File: src/hdl/tsc_pkg.sv
// shared widths, register codes and the record type for the subaperture centroid block
`default_nettype none

package tsc_pkg;

	// field widths
	localparam int PIX_W   = 16;
	localparam int THR_W   = 18;
	localparam int SIZE_W  = 7;
	localparam int FLUX_W  = 30;
	localparam int COUNT_W = 13;
	localparam int WSUM_W  = 36;
	localparam int CEN_W   = 14;

	// configuration port
	localparam int ADDR_W    = 3;
	localparam int DATA_W    = 32;
	localparam int REG_IDX_W = 1;
	localparam logic [REG_IDX_W-1:0] REG_THRESHOLD  = 1'b0;
	localparam logic [REG_IDX_W-1:0] REG_SUBAP_SIZE = 1'b1;

	// reset values of the registers
	localparam logic [THR_W-1:0]  THRESHOLD_RST  = '0;
	localparam logic [SIZE_W-1:0] SUBAP_SIZE_RST = 7'd16;

	// record queue between front and back
	localparam int Q_DEPTH = 2;
	localparam int Q_PTR_W = 1;
	localparam int Q_CNT_W = 2;

	// sums of one finished subaperture
	typedef struct packed {
		logic [FLUX_W-1:0]  flux;
		logic [COUNT_W-1:0] count;
		logic [WSUM_W-1:0]  wsum_x;
		logic [WSUM_W-1:0]  wsum_y;
	} tsc_rec_t;

endpackage

`default_nettype wire

File: src/hdl/tsc_front.sv
// front end: pixel correction, thresholding and per-subaperture accumulation
`default_nettype none

module tsc_front #(
	parameter int MAX_SUBAP_SIDE = 64,
	parameter int GAIN_FRAC_BITS = 14
) (
	input  wire                          clk,
	input  wire                          arst_n,
	input  wire                          in_valid,
	output logic                         in_stall,
	input  wire  [tsc_pkg::PIX_W-1:0]    raw_pixel,
	input  wire  [tsc_pkg::PIX_W-1:0]    bias_level,
	input  wire  [tsc_pkg::PIX_W-1:0]    flat_gain,
	input  wire  [tsc_pkg::THR_W-1:0]    threshold,
	input  wire  [tsc_pkg::SIZE_W-1:0]   subap_size,
	input  wire                          q_full,
	output logic                         rec_push,
	output tsc_pkg::tsc_rec_t            rec
);

	localparam int IW   = $clog2(MAX_SUBAP_SIDE);
	localparam int CW   = (IW + 1 > tsc_pkg::SIZE_W) ? IW + 1 : tsc_pkg::SIZE_W;
	localparam int PW   = 2 * tsc_pkg::PIX_W;
	localparam int CRW  = PW - GAIN_FRAC_BITS;
	localparam int CMPW = (CRW > tsc_pkg::THR_W) ? CRW : tsc_pkg::THR_W;
	localparam int MW   = CRW + IW;

	logic          advance;
	logic          accept;
	logic [CW-1:0] size_c;
	logic [CW-1:0] side;
	logic          col_end;
	logic          row_end;
	logic [IW-1:0] col_q;
	logic [IW-1:0] row_q;

	logic          v_s1;
	logic          pos_s1;
	logic [PW-1:0] prod_s1;
	logic [IW-1:0] col_s1;
	logic [IW-1:0] row_s1;
	logic          last_s1;

	logic [CRW-1:0] corr;
	logic           pass;

	logic           v_s2;
	logic           pass_s2;
	logic [CRW-1:0] corr_s2;
	logic [MW-1:0]  wx_s2;
	logic [MW-1:0]  wy_s2;
	logic           last_s2;

	logic [tsc_pkg::FLUX_W-1:0]  flux_q;
	logic [tsc_pkg::COUNT_W-1:0] count_q;
	logic [tsc_pkg::WSUM_W-1:0]  wsx_q;
	logic [tsc_pkg::WSUM_W-1:0]  wsy_q;

	logic [tsc_pkg::FLUX_W:0]    flux_sum;
	logic [tsc_pkg::COUNT_W:0]   count_sum;
	logic [tsc_pkg::WSUM_W:0]    wsx_sum;
	logic [tsc_pkg::WSUM_W:0]    wsy_sum;
	tsc_pkg::tsc_rec_t           nxt;

	// the whole front holds while a finished record waits for queue space
	assign advance  = !(v_s2 && last_s2 && q_full);
	assign in_stall = !advance;
	assign accept   = in_valid && advance;

	// side length clamped to 1..MAX_SUBAP_SIDE
	always_comb begin
		size_c = CW'(subap_size);
		if (size_c == '0) begin
			side = CW'(1);
		end else if (size_c > CW'(MAX_SUBAP_SIDE)) begin
			side = CW'(MAX_SUBAP_SIDE);
		end else begin
			side = size_c;
		end
		col_end = !(CW'({1'b0, col_q} + (IW + 1)'(1)) < side);
		row_end = !(CW'({1'b0, row_q} + (IW + 1)'(1)) < side);
	end

	always_ff @(posedge clk or negedge arst_n) begin
		if (!arst_n) begin
			col_q <= '0;
			row_q <= '0;
		end else if (accept) begin
			if (!col_end) begin
				col_q <= col_q + IW'(1);
			end else begin
				col_q <= '0;
				row_q <= row_end ? '0 : row_q + IW'(1);
			end
		end
	end

	// stage 1: bias subtraction and gain multiply
	always_ff @(posedge clk or negedge arst_n) begin
		if (!arst_n) begin
			v_s1 <= 1'b0;
		end else if (advance) begin
			v_s1 <= accept;
		end
	end

	always_ff @(posedge clk) begin
		if (accept) begin
			pos_s1  <= raw_pixel > bias_level;
			prod_s1 <= PW'(raw_pixel - bias_level) * PW'(flat_gain);
			col_s1  <= col_q;
			row_s1  <= row_q;
			last_s1 <= col_end && row_end;
		end
	end

	// stage 2: threshold and position weighting
	assign corr = prod_s1[PW-1:GAIN_FRAC_BITS];
	assign pass = pos_s1 && (CMPW'(corr) > CMPW'(threshold));

	always_ff @(posedge clk or negedge arst_n) begin
		if (!arst_n) begin
			v_s2 <= 1'b0;
		end else if (advance) begin
			v_s2 <= v_s1;
		end
	end

	always_ff @(posedge clk) begin
		if (advance && v_s1) begin
			pass_s2 <= pass;
			corr_s2 <= corr;
			wx_s2   <= MW'(corr) * MW'(col_s1);
			wy_s2   <= MW'(corr) * MW'(row_s1);
			last_s2 <= last_s1;
		end
	end

	// stage 3: saturating accumulation
	always_comb begin
		flux_sum  = {1'b0, flux_q} + (tsc_pkg::FLUX_W + 1)'(corr_s2);
		count_sum = {1'b0, count_q} + (tsc_pkg::COUNT_W + 1)'(1);
		wsx_sum   = {1'b0, wsx_q} + (tsc_pkg::WSUM_W + 1)'(wx_s2);
		wsy_sum   = {1'b0, wsy_q} + (tsc_pkg::WSUM_W + 1)'(wy_s2);
		nxt.flux   = flux_q;
		nxt.count  = count_q;
		nxt.wsum_x = wsx_q;
		nxt.wsum_y = wsy_q;
		if (pass_s2) begin
			nxt.flux   = flux_sum[tsc_pkg::FLUX_W] ? '1 : flux_sum[tsc_pkg::FLUX_W-1:0];
			nxt.count  = count_sum[tsc_pkg::COUNT_W] ? '1 :
				count_sum[tsc_pkg::COUNT_W-1:0];
			nxt.wsum_x = wsx_sum[tsc_pkg::WSUM_W] ? '1 : wsx_sum[tsc_pkg::WSUM_W-1:0];
			nxt.wsum_y = wsy_sum[tsc_pkg::WSUM_W] ? '1 : wsy_sum[tsc_pkg::WSUM_W-1:0];
		end
	end

	assign rec_push = advance && v_s2 && last_s2;
	assign rec      = nxt;

	always_ff @(posedge clk or negedge arst_n) begin
		if (!arst_n) begin
			flux_q  <= '0;
			count_q <= '0;
			wsx_q   <= '0;
			wsy_q   <= '0;
		end else if (advance && v_s2) begin
			if (last_s2) begin
				flux_q  <= '0;
				count_q <= '0;
				wsx_q   <= '0;
				wsy_q   <= '0;
			end else begin
				flux_q  <= nxt.flux;
				count_q <= nxt.count;
				wsx_q   <= nxt.wsum_x;
				wsy_q   <= nxt.wsum_y;
			end
		end
	end

endmodule

`default_nettype wire

File: src/hdl/tsc_queue.sv
// two-entry queue of finished subaperture records
`default_nettype none

module tsc_queue (
	input  wire                clk,
	input  wire                arst_n,
	input  wire                push,
	input  tsc_pkg::tsc_rec_t  wr_rec,
	input  wire                pop,
	output tsc_pkg::tsc_rec_t  rd_rec,
	output logic               full,
	output logic               empty
);

	tsc_pkg::tsc_rec_t               ent_q [tsc_pkg::Q_DEPTH];
	logic [tsc_pkg::Q_PTR_W-1:0]     wr_ptr_q;
	logic [tsc_pkg::Q_PTR_W-1:0]     rd_ptr_q;
	logic [tsc_pkg::Q_CNT_W-1:0]     cnt_q;
	logic                            do_push;
	logic                            do_pop;

	assign full    = cnt_q == tsc_pkg::Q_CNT_W'(tsc_pkg::Q_DEPTH);
	assign empty   = cnt_q == '0;
	assign do_push = push && !full;
	assign do_pop  = pop && !empty;
	assign rd_rec  = ent_q[rd_ptr_q];

	always_ff @(posedge clk) begin
		if (do_push) begin
			ent_q[wr_ptr_q] <= wr_rec;
		end
	end

	always_ff @(posedge clk or negedge arst_n) begin
		if (!arst_n) begin
			wr_ptr_q <= '0;
			rd_ptr_q <= '0;
			cnt_q    <= '0;
		end else begin
			if (do_push) begin
				wr_ptr_q <= wr_ptr_q + tsc_pkg::Q_PTR_W'(1);
			end
			if (do_pop) begin
				rd_ptr_q <= rd_ptr_q + tsc_pkg::Q_PTR_W'(1);
			end
			case ({do_push, do_pop})
				2'b10:   cnt_q <= cnt_q + tsc_pkg::Q_CNT_W'(1);
				2'b01:   cnt_q <= cnt_q - tsc_pkg::Q_CNT_W'(1);
				default: cnt_q <= cnt_q;
			endcase
		end
	end

endmodule

`default_nettype wire

File: src/hdl/tsc_back.sv
// back end: bit-serial centroid division and result register
`default_nettype none

module tsc_back #(
	parameter int CENTROID_FRAC_BITS = 8
) (
	input  wire                            clk,
	input  wire                            arst_n,
	input  wire                            rec_avail,
	input  tsc_pkg::tsc_rec_t              rec,
	output logic                           rec_pop,
	output logic                           out_valid,
	input  wire                            out_stall,
	output logic [tsc_pkg::CEN_W-1:0]      x_centroid,
	output logic [tsc_pkg::CEN_W-1:0]      y_centroid,
	output logic [tsc_pkg::FLUX_W-1:0]     flux_total,
	output logic [tsc_pkg::COUNT_W-1:0]    pixel_count,
	output logic                           centroid_valid
);

	localparam int DW  = tsc_pkg::WSUM_W + CENTROID_FRAC_BITS;
	localparam int STW = $clog2(DW);
	localparam int RW  = tsc_pkg::FLUX_W;

	typedef enum logic [1:0] {
		ST_IDLE,
		ST_DIV,
		ST_FIN
	} state_t;

	state_t                       state_q;
	logic [STW-1:0]               step_q;
	logic [RW-1:0]                div_q;
	logic [RW-1:0]                rem_x_q;
	logic [RW-1:0]                rem_y_q;
	logic [DW-1:0]                dq_x_q;
	logic [DW-1:0]                dq_y_q;
	logic                         ok_q;
	logic [tsc_pkg::FLUX_W-1:0]   flux_q;
	logic [tsc_pkg::COUNT_W-1:0]  count_q;

	logic                         out_valid_q;
	logic [tsc_pkg::CEN_W-1:0]    x_q;
	logic [tsc_pkg::CEN_W-1:0]    y_q;
	logic [tsc_pkg::FLUX_W-1:0]   oflux_q;
	logic [tsc_pkg::COUNT_W-1:0]  ocount_q;
	logic                         ovalid_q;

	logic [RW:0]   tx;
	logic [RW:0]   ty;
	logic          gex;
	logic          gey;
	logic [RW-1:0] nrem_x;
	logic [RW-1:0] nrem_y;
	logic [RW:0]   dx;
	logic [RW:0]   dy;
	logic          out_free;

	// one restoring step for both centroids, same divisor
	always_comb begin
		tx     = {rem_x_q, dq_x_q[DW-1]};
		ty     = {rem_y_q, dq_y_q[DW-1]};
		gex    = tx >= {1'b0, div_q};
		gey    = ty >= {1'b0, div_q};
		dx     = tx - {1'b0, div_q};
		dy     = ty - {1'b0, div_q};
		nrem_x = gex ? dx[RW-1:0] : tx[RW-1:0];
		nrem_y = gey ? dy[RW-1:0] : ty[RW-1:0];
	end

	assign rec_pop  = (state_q == ST_IDLE) && rec_avail;
	assign out_free = !out_valid_q || !out_stall;

	always_ff @(posedge clk or negedge arst_n) begin
		if (!arst_n) begin
			state_q     <= ST_IDLE;
			step_q      <= '0;
			out_valid_q <= 1'b0;
		end else begin
			// a taken result clears the register unless the next one loads now
			if (out_valid_q && !out_stall && state_q != ST_FIN) begin
				out_valid_q <= 1'b0;
			end
			case (state_q)
				ST_IDLE: begin
					if (rec_avail) begin
						div_q   <= rec.flux;
						rem_x_q <= '0;
						rem_y_q <= '0;
						dq_x_q  <= DW'(rec.wsum_x) << CENTROID_FRAC_BITS;
						dq_y_q  <= DW'(rec.wsum_y) << CENTROID_FRAC_BITS;
						ok_q    <= (rec.count != '0) && (rec.flux != '0);
						flux_q  <= rec.flux;
						count_q <= rec.count;
						step_q  <= '0;
						state_q <= ST_DIV;
					end
				end
				ST_DIV: begin
					rem_x_q <= nrem_x;
					rem_y_q <= nrem_y;
					dq_x_q  <= {dq_x_q[DW-2:0], gex};
					dq_y_q  <= {dq_y_q[DW-2:0], gey};
					step_q  <= step_q + STW'(1);
					if (step_q == STW'(DW - 1)) begin
						state_q <= ST_FIN;
					end
				end
				ST_FIN: begin
					if (out_free) begin
						out_valid_q <= 1'b1;
						x_q         <= ok_q ? dq_x_q[tsc_pkg::CEN_W-1:0] : '0;
						y_q         <= ok_q ? dq_y_q[tsc_pkg::CEN_W-1:0] : '0;
						oflux_q     <= ok_q ? flux_q : '0;
						ocount_q    <= ok_q ? count_q : '0;
						ovalid_q    <= ok_q;
						state_q     <= ST_IDLE;
					end
				end
				default: begin
					state_q <= ST_IDLE;
				end
			endcase
		end
	end

	assign out_valid      = out_valid_q;
	assign x_centroid     = x_q;
	assign y_centroid     = y_q;
	assign flux_total     = oflux_q;
	assign pixel_count    = ocount_q;
	assign centroid_valid = ovalid_q;

endmodule

`default_nettype wire

File: src/hdl/thresholded_subaperture_centroid.sv
// top level of the thresholded subaperture centroid block
`default_nettype none

// channel   handshake                 payload
// -------   -----------------------   -----------------------------------------------
// in        in_valid / in_stall       raw_pixel, bias_level, flat_gain
// out       out_valid / out_stall     x_centroid, y_centroid, flux_total, pixel_count,
//                                     centroid_valid
// cfg       psel/penable/pwrite       paddr, pwdata, prdata (0: threshold, 4: subap_size)
//
// cycles: the front takes one pixel item per clock unless in_stall holds it; a pixel
//   passes the stage 1 and stage 2 registers on its way to the accumulators
// the back divides one subaperture at a time and takes no new record until its result
//   is in the result register, one quotient bit per clock in a restoring divider;
//   subapertures with fewer pixels than the divide takes clocks are paced by the divider
// a two-entry record queue lets the front run on while the back divides
// reset: arst_n clears indices, accumulators, pipe valids, queue pointers, the divider
//   state machine and the result valid; threshold resets to 0, subap_size to 16
// stalls: in_stall rises only while a finished record waits for a full queue;
//   out_stall holds the result register, the divider then waits with its result

module thresholded_subaperture_centroid #(
	parameter int MAX_SUBAP_SIDE     = 64,
	parameter int GAIN_FRAC_BITS     = 14,
	parameter int CENTROID_FRAC_BITS = 8
) (
	input  wire                            clk,
	input  wire                            arst_n,
	// pixel items
	input  wire                            in_valid,
	output logic                           in_stall,
	input  wire  [tsc_pkg::PIX_W-1:0]      raw_pixel,
	input  wire  [tsc_pkg::PIX_W-1:0]      bias_level,
	input  wire  [tsc_pkg::PIX_W-1:0]      flat_gain,
	// result items
	output logic                           out_valid,
	input  wire                            out_stall,
	output logic [tsc_pkg::CEN_W-1:0]      x_centroid,
	output logic [tsc_pkg::CEN_W-1:0]      y_centroid,
	output logic [tsc_pkg::FLUX_W-1:0]     flux_total,
	output logic [tsc_pkg::COUNT_W-1:0]    pixel_count,
	output logic                           centroid_valid,
	// configuration
	input  wire                            psel,
	input  wire                            penable,
	input  wire                            pwrite,
	input  wire  [tsc_pkg::ADDR_W-1:0]     paddr,
	input  wire  [tsc_pkg::DATA_W-1:0]     pwdata,
	output logic [tsc_pkg::DATA_W-1:0]     prdata,
	output logic                           pready
);

	logic [tsc_pkg::THR_W-1:0]      threshold_q;
	logic [tsc_pkg::SIZE_W-1:0]     subap_size_q;
	logic [tsc_pkg::REG_IDX_W-1:0]  reg_idx;
	logic                           cfg_wr;

	logic                           q_push;
	logic                           q_pop;
	logic                           q_full;
	logic                           q_empty;
	tsc_pkg::tsc_rec_t              q_wr_rec;
	tsc_pkg::tsc_rec_t              q_rd_rec;

	// register file: word address selects the register
	assign reg_idx = paddr[tsc_pkg::ADDR_W-1:2];
	assign cfg_wr  = psel && penable && pwrite;
	assign pready  = 1'b1;

	always_ff @(posedge clk or negedge arst_n) begin
		if (!arst_n) begin
			threshold_q  <= tsc_pkg::THRESHOLD_RST;
			subap_size_q <= tsc_pkg::SUBAP_SIZE_RST;
		end else if (cfg_wr) begin
			case (reg_idx)
				tsc_pkg::REG_THRESHOLD:  threshold_q  <= pwdata[tsc_pkg::THR_W-1:0];
				tsc_pkg::REG_SUBAP_SIZE: subap_size_q <= pwdata[tsc_pkg::SIZE_W-1:0];
				default: ;
			endcase
		end
	end

	always_comb begin
		case (reg_idx)
			tsc_pkg::REG_THRESHOLD:  prdata = tsc_pkg::DATA_W'(threshold_q);
			tsc_pkg::REG_SUBAP_SIZE: prdata = tsc_pkg::DATA_W'(subap_size_q);
			default:                 prdata = '0;
		endcase
	end

	// front: correction, threshold, accumulation per subaperture
	tsc_front #(
		.MAX_SUBAP_SIDE (MAX_SUBAP_SIDE),
		.GAIN_FRAC_BITS (GAIN_FRAC_BITS)
	) u_front (
		.clk        (clk),
		.arst_n     (arst_n),
		.in_valid   (in_valid),
		.in_stall   (in_stall),
		.raw_pixel  (raw_pixel),
		.bias_level (bias_level),
		.flat_gain  (flat_gain),
		.threshold  (threshold_q),
		.subap_size (subap_size_q),
		.q_full     (q_full),
		.rec_push   (q_push),
		.rec        (q_wr_rec)
	);

	// finished sums wait here for the divider
	tsc_queue u_queue (
		.clk    (clk),
		.arst_n (arst_n),
		.push   (q_push),
		.wr_rec (q_wr_rec),
		.pop    (q_pop),
		.rd_rec (q_rd_rec),
		.full   (q_full),
		.empty  (q_empty)
	);

	// back: centroid division and result register
	tsc_back #(
		.CENTROID_FRAC_BITS (CENTROID_FRAC_BITS)
	) u_back (
		.clk            (clk),
		.arst_n         (arst_n),
		.rec_avail      (!q_empty),
		.rec            (q_rd_rec),
		.rec_pop        (q_pop),
		.out_valid      (out_valid),
		.out_stall      (out_stall),
		.x_centroid     (x_centroid),
		.y_centroid     (y_centroid),
		.flux_total     (flux_total),
		.pixel_count    (pixel_count),
		.centroid_valid (centroid_valid)
	);

	// a record is never pushed into a full queue
	a_no_overflow: assert property (@(posedge clk) disable iff (!arst_n)
		q_push |-> !q_full)
		else $error("record pushed into full queue");

	// the front only stalls on a full queue
	a_stall_cause: assert property (@(posedge clk) disable iff (!arst_n)
		in_stall |-> q_full)
		else $error("input stalled without a full queue");

	// a valid centroid always carries a nonzero count and flux
	a_valid_count: assert property (@(posedge clk) disable iff (!arst_n)
		(out_valid && centroid_valid) |-> (pixel_count != '0 && flux_total != '0))
		else $error("valid centroid with empty sums");

	// an empty subaperture reports all zeros
	a_empty_zero: assert property (@(posedge clk) disable iff (!arst_n)
		(out_valid && !centroid_valid) |->
		(x_centroid == '0 && y_centroid == '0 && flux_total == '0 && pixel_count == '0))
		else $error("empty subaperture with nonzero result");

endmodule

`default_nettype wire

File: config.mk
export PLATFORM = sky130hd
export DESIGN_NAME = thresholded_subaperture_centroid
export DESIGN_NICKNAME = d
export VERILOG_FILES = /design/src/hdl/tsc_pkg.sv /design/src/hdl/tsc_front.sv /design/src/hdl/tsc_queue.sv /design/src/hdl/tsc_back.sv /design/src/hdl/thresholded_subaperture_centroid.sv
export SDC_FILE = /design/constraint.sdc
export NUM_CORES = 2
export LEC_CHECK = 0
export BUFFER_PORTS_ARGS = -buffer_cell sky130_fd_sc_hd__buf_2
export CORE_UTILIZATION = 69
export CTS_CLUSTER_SIZE = 40
export DETAILED_ROUTE_END_ITERATION = 12
export MAX_ROUTING_LAYER = met4
export PLACE_DENSITY_LB_ADDON = 0.3
export SLEW_MARGIN = 20
export SYNTH_ARGS = -nofsm -noshare
export SYNTH_HDL_FRONTEND = slang
export SYNTH_SLANG_ARGS = --single-unit
File: constraint.sdc
create_clock -name clk -period 12.2 [get_ports clk]
set_input_delay 1.22 -clock clk [delete_from_list [all_inputs] [get_ports clk]]
set_output_delay 1.22 -clock clk [all_outputs]
set_load 0.03 [all_outputs]
Word-level counts from Yosys, hierarchy flattened --
Memory sizes are Yosys's and may differ from the RTL's. Cells that the tools add are included. Widths: inputs -> output; s select.
Word-level totals: register bits 545, RAM bits 230, input port bits 90, output and inout port bits 107, memories kept 1, word-level logic and storage cells 152
Memory list:
- u_queue.ent_q | words 2, bits a word 115, rd ports 1, clocked after memory_dff 0, write ports 1, line tsc_queue.sv:15 | tsc_pkg::tsc_rec_t ent_q [tsc_pkg::Q_DEPTH];
Operators by class: equal/unequal tests 10, reduce and logical (&&, ||, !) cells 39, bitwise logic cells 3, $add $sub $neg 16, $mul 3, magnitude comparators 7, mux-type cells 35
Operator list (number):
- $pmux 44 s2 | 2
- $mux 30 | 5
- $mux 36 | 4
- $pmux 30 s2 | 2
- $mux 115 | 1
- $mux 44 | 2
- $add 36x24->37 | 2
- $pmux 32 s2 | 1
- $ge 31x30->1 | 2
- $sub 30x30->30 | 2
- $mul 18x6->24 | 2
- $mul 32x16->32 | 1
- $add 30x18->31 | 1
- $reduce_bool 30->1 | 1
- $mux 13 | 2
- $add 6x1->6 const B | 3
- $gt 18x18->1 | 1
- $mux 6 | 3
- $sub 16x16->17 | 1
- $gt 16x16->1 | 1
- $logic_and 1x1->1 | 16
- $add 13x1->14 const B | 1
- $add 6x1->7 const B | 2
- $lt 7x7->1 | 2
- other kinds (24) | 53

Longest topological paths before layout --
word-level depth 8, mapped depth 35, depth with buffers taken out 34

Cells and area by module --
Synthesis repeated with hierarchy kept, for this count alone.
Unflattened totals: cells, all modules 5147, area, all modules 54897.7 µm²
By module, submodules not included:
- tsc_front | seq. area each 6231.0 µm², times used 1, cells each 3398, area an instance 30792.0 µm²
- tsc_back | seq. area each 8152.8 µm², times used 1, cells each 1282, area an instance 14181.1 µm²
- tsc_queue | seq. area each 7006.7 µm², times used 1, cells each 376, area an instance 8648.3 µm²
- thresholded_subaperture_centroid | seq. area each 626.9 µm², times used 1, cells each 91, area an instance 1276.2 µm²

Worst setup path after synthesis --
Ideal clock, no wire load.
path type input port to flip-flop, from in bias_level[2] (netlist bit), to reg u_front.prod_s1[29], data pin, cell stages on the path 33, buffers on the path 1, slack 3.118 ns, data required time 11.942 ns, library setup time 0.258 ns, data arrival time 8.825 ns, cell sequence inv_1 > ha_1 > nor2b_1 > o31a_1 > o31a_1 > o21ai_0 > nand2b_1 > a21o_1 > a21oi_1 > xnor2_1 > clkbuf_1 > nand2_1 > fa_1 > fa_1 > inv_1 > fa_1 > inv_1 > fa_1 > inv_1 > fa_1 > inv_1 > fa_1 > inv_1 > ha_1 > a2111o_1 > a31o_2 > o21ba_4 > a41oi_4 > o32ai_4 > a311oi_1 > o21bai_1 > a21oi_1 > xnor2_1
Between the ends: longest elaborated chain between the ends 2
RTL lines:
- start: declaration | line thresholded_subaperture_centroid.sv:33 | input wire [tsc_pkg::PIX_W-1:0] bias_level,
- $sub 16x16->17 | line tsc_front.sv:111 | prod_s1 <= PW'(raw_pixel - bias_level) * PW'(flat_gain);
- $mul 32x16->32 | line tsc_front.sv:111
- end signal: assignment | line tsc_front.sv:111
- end: declaration | line tsc_front.sv:40 | logic [PW-1:0] prod_s1;
No other way between the ends. A chain may end at the register's enable or synchronous reset.

Final worst setup path --
from in raw_pixel[2] (netlist bit), to reg u_front.prod_s1[29], data pin
Between the ends: longest elaborated chain between the ends 2
RTL lines:
- start: declaration | line thresholded_subaperture_centroid.sv:32 | input wire [tsc_pkg::PIX_W-1:0] raw_pixel,
- $sub 16x16->17 | line tsc_front.sv:111
- $mul 32x16->32 | line tsc_front.sv:111
No other way between the ends.

==> out/qor.csv <==
stage;metric;value;unit
clocking;clock root buffer;sky130_fd_sc_hd__clkbuf_16;
drt;post-detailed-route count of antenna-violating nets;0;
timing;Min Clock Period, post-route;8950;ps
critical_path;startpoint type of the worst setup path;input port;
critical_path;highest fanout seen on the critical path;16;
timing;final hold violation count;0;
critical_path;critical path start-end classification;in2reg;
critical_path;Critical path buffers and inverters;7;
run;max capacitance violation total;0;
timing;max_slew headroom;24.2;%
drt;detailed-route wire length;116000;um
critical_path;kind of cell with the highest combined delay on the critical path;adder cells;
grt;final global-route overflow total;0;
drt;number of remaining DRC errors;0;
yosys;leading post-synthesis cells by cell area;sky130_fd_sc_hd__edfxtp_1 (33%), sky130_fd_sc_hd__fa_1 (15%), sky130_fd_sc_hd__dfrtp_1 (7.8%), sky130_fd_sc_hd__ha_1 (7.1%), sky130_fd_sc_hd__nand2_1 (4.1%);
yosys;post-synthesis sequential area ratio;41.2;%
timing;share of the cycle needed by the critical path after routing;73.3;%
yosys;number of flops mapped to enable cells by yosys;594;
yosys;fraction of registers with async set or reset after synthesis;21.9;%
floorplanning;die extent in x;280;um
floorplanning;die boundary height;280;um
drt;WL per Instance;18.9;um
outcome;outcome;finished, final reports clean;
placed_design;pre-CTS worst setup slack;2660;ps
timing;maximum frequency from static timing analysis;0.112;GHz
critical_path;kind of capture point of the worst setup path;flop;
grt;antenna violations before repair;2;
critical_path;Largest stage delay, worst path;530;ps
yosys;cell taking the most area after synthesis;sky130_fd_sc_hd__edfxtp_1;
critical_path;data arrival time at the worst-slack endpoint;9340;ps
floorplanning;area of the die;78500;um^2
critical_path;internal reg-to-reg setup slack;6530;ps
yosys;Yosys warnings;0;
floorplanning;Initial Util;70.1;%
yosys;mean area per synthesized cell;10.7;um^2
yosys;Unique masters post-synth;90;
cells_and_area;fin nets;5855;
yosys;register bit count reported by yosys;761;
clocking;CTS tree;yes;
clocking;total clock sinks;761;
timing;unrepaired setup endpoints after global routing;false;
drt;initial detailed-routing violation count;2934;
cells_and_area;share of final-layout standard cells stronger than drive strength 1;9.14;%
clocking;Clk Latency, worst-skew pair;640;ps
clocking;hold buffer count at cts;0;
min_path;startpoint of the worst hold path;u_front.last_s1;
critical_path;worst reg2reg path depth;16;
min_path;number of cells on the worst hold path;0;
drt;routed via count;37300;
grt;overall track demand over capacity in global routing;31.2;%
floorplanning;placeable core region;76200;um^2
placed_design;GPL Wtd Cong;0.917;
floorplanning;num rows;101;
critical_path;crit path max-delay cell type;sky130_fd_sc_hd__fa_1;
critical_path;worst endpoint required time;12590;ps
yosys;commonest register cell after synthesis;sky130_fd_sc_hd__edfxtp_1;
timing;setup TNS;0;ps
drt;number of iterations in the first detailed-routing pass;5;
timing;actual slew at the worst max-slew pin;1140;ps
yosys;gate count after technology mapping;4973;
critical_path;startpoint of the most critical register-to-register path;u_front.prod_s1[19];
grt;vias in the first global route;37700;
grt;first-pass GRT wire length;189000;um
min_path;worst hold path endpoint;u_front.last_s2;
yosys;top-area cell type share of the netlist area;33.4;%
clocking;CTS clock-pin slew for the worst setup and hold paths;70;ps
yosys;netlist area before placement;53400;um^2
timing;crit path setup slack, layout;3250;ps
floorplanning;num ports;197;
placed_design;count of buffers inserted at the top-level ports;165;
clocking;number of levels in the clock H-tree;3;
timing;max-slew violation count;0;
critical_path;worst reg2reg path endpoint;u_front.wy_s2[22];
placed_design;placed wire-length estimate;81200;um
min_path;worst min-delay path class;reg2reg;
yosys;cell types with the highest counts after synthesis;sky130_fd_sc_hd__edfxtp_1 (594), sky130_fd_sc_hd__nand2_1 (582), sky130_fd_sc_hd__inv_1 (553), sky130_fd_sc_hd__fa_1 (405), sky130_fd_sc_hd__ha_1 (303);
timing;Final setup viols;0;
clocking;Post-CTS Setup Bufs;0;
yosys;most repeated cell in the gate-level netlist after synthesis;sky130_fd_sc_hd__edfxtp_1;
timing;worst clock skew;44.9;ps
clocking;Num CTS Buffers;78;
critical_path;most frequent CP cell;sky130_fd_sc_hd__fa_1;
cells_and_area;layout-stage area growth over the synthesis result;8.07;%
drt;via density per instance;6.06;
clocking;count of instances resized after the clock tree is built;0;
grt;pin count of the biggest net entering global routing;89;
clocking;number of buffers on the longest clock path;3;
[area by class of cell]
| class | instances | area, um^2 |
|---|---|---|
| Antenna cell | 2 | 5.00 |
| Clock buffer | 105 | 2140 |
| Clock inverter | 39 | 523 |
| Fill cell | 4972 | 18500 |
| Inverter | 554 | 2080 |
| Multi-Input combinational cell | 3454 | 28500 |
| Sequential cell | 761 | 22000 |
| Tap cell | 1030 | 1290 |
| Timing Repair Buffer | 208 | 1150 |
[kinds of logic (layout without fill, tap and decap cells)]
kind of cell,after synthesis,in the layout,synth area share (%)
compound gates,898,898,11.1
xor+xnor,213,213,3.49
fa+ha+maj,708,708,22.3
buf+inv,771,906,5.62
flops,761,761,41.2
mux,176,176,3.48
other cells,2,17,0.0141
simple gates,1444,1444,12.7
[routing by layer]
metal	track usage, %	wire (um)	share of wire (%)
met5	-	0	0
met4	11.3	3810	3.3
met3	4.01	8280	7.1
met1	41.4	48500	42
met2	49.7	55600	48
[worst max path at each step]
stage,startpoint,end,slack (ps),depth (start not counted)
finish,raw_pixel[2],u_front.prod_s1[29],3250,33
global route,raw_pixel[0],u_front.prod_s1[29],2810,35
CTS,raw_pixel[2],u_front.prod_s1[29],3310,33
detailed placement,raw_pixel[0],u_front.prod_s1[29],2660,35
global placement,raw_pixel[2],u_front.prod_s1[29],2780,33
floorplan,bias_level[2],u_front.prod_s1[29],3120,33
[cells in the final DEF (no fill, tap or decap), types with 165 or more instances in the layout]
cell,instances
sky130_fd_sc_hd__ha_1,303
sky130_fd_sc_hd__dfrtp_1,165
sky130_fd_sc_hd__nand2_1,581
sky130_fd_sc_hd__a21oi_1,209
sky130_fd_sc_hd__o21ai_0,235
sky130_fd_sc_hd__and2_1,244
sky130_fd_sc_hd__edfxtp_1,594
sky130_fd_sc_hd__nor2_1,266
sky130_fd_sc_hd__fa_1,405
sky130_fd_sc_hd__inv_1,553
[worst register-to-register path, delay by kind of cell, from the launching register on]
kind,cells,cell delay (ps)
AOI/OAI and AO/OA,7,2160
xor gates and xnor gates,1,80
adders and majority gates,4,1870
buffers and inverters,2,100
DFF,1,730
and+or+nand+nor,2,490
[sequential cells by signal (all words and copies together) (netlist names), 24 cells and up]
name / flops
u_front.wsy_q: 36
u_front.wx_s2: 24
u_back.rem_y_q: 30
u_front.wy_s2: 24
u_back.flux_total: 30
u_front.flux_q: 30
u_queue.ent_q: 230
u_front.wsx_q: 36
u_back.div_q: 30
u_back.dq_y_q: 44
u_back.dq_x_q: 44
u_back.rem_x_q: 30
[per-stage QoR]
| stage | hold WS [ps] | utilization, % | instances | area, um^2 |
|---|---|---|---|---|
| after CTS | 416 | 75.7 | 6151 | 57700 |
| after global placement | 405 | 72.2 | 6007 | 55000 |
| after floorplan | 400 | - | 4986 | 53400 |
| after detailed placement | 405 | 72.2 | 6007 | 55000 |
| after global routing | 421 | 75.7 | 6152 | 57700 |
| final | 411 | 75.7 | 6153 | 57700 |
Power is not shown: default switching activity piles up to over one toggle a cycle in this logic, so the estimate is an artifact.
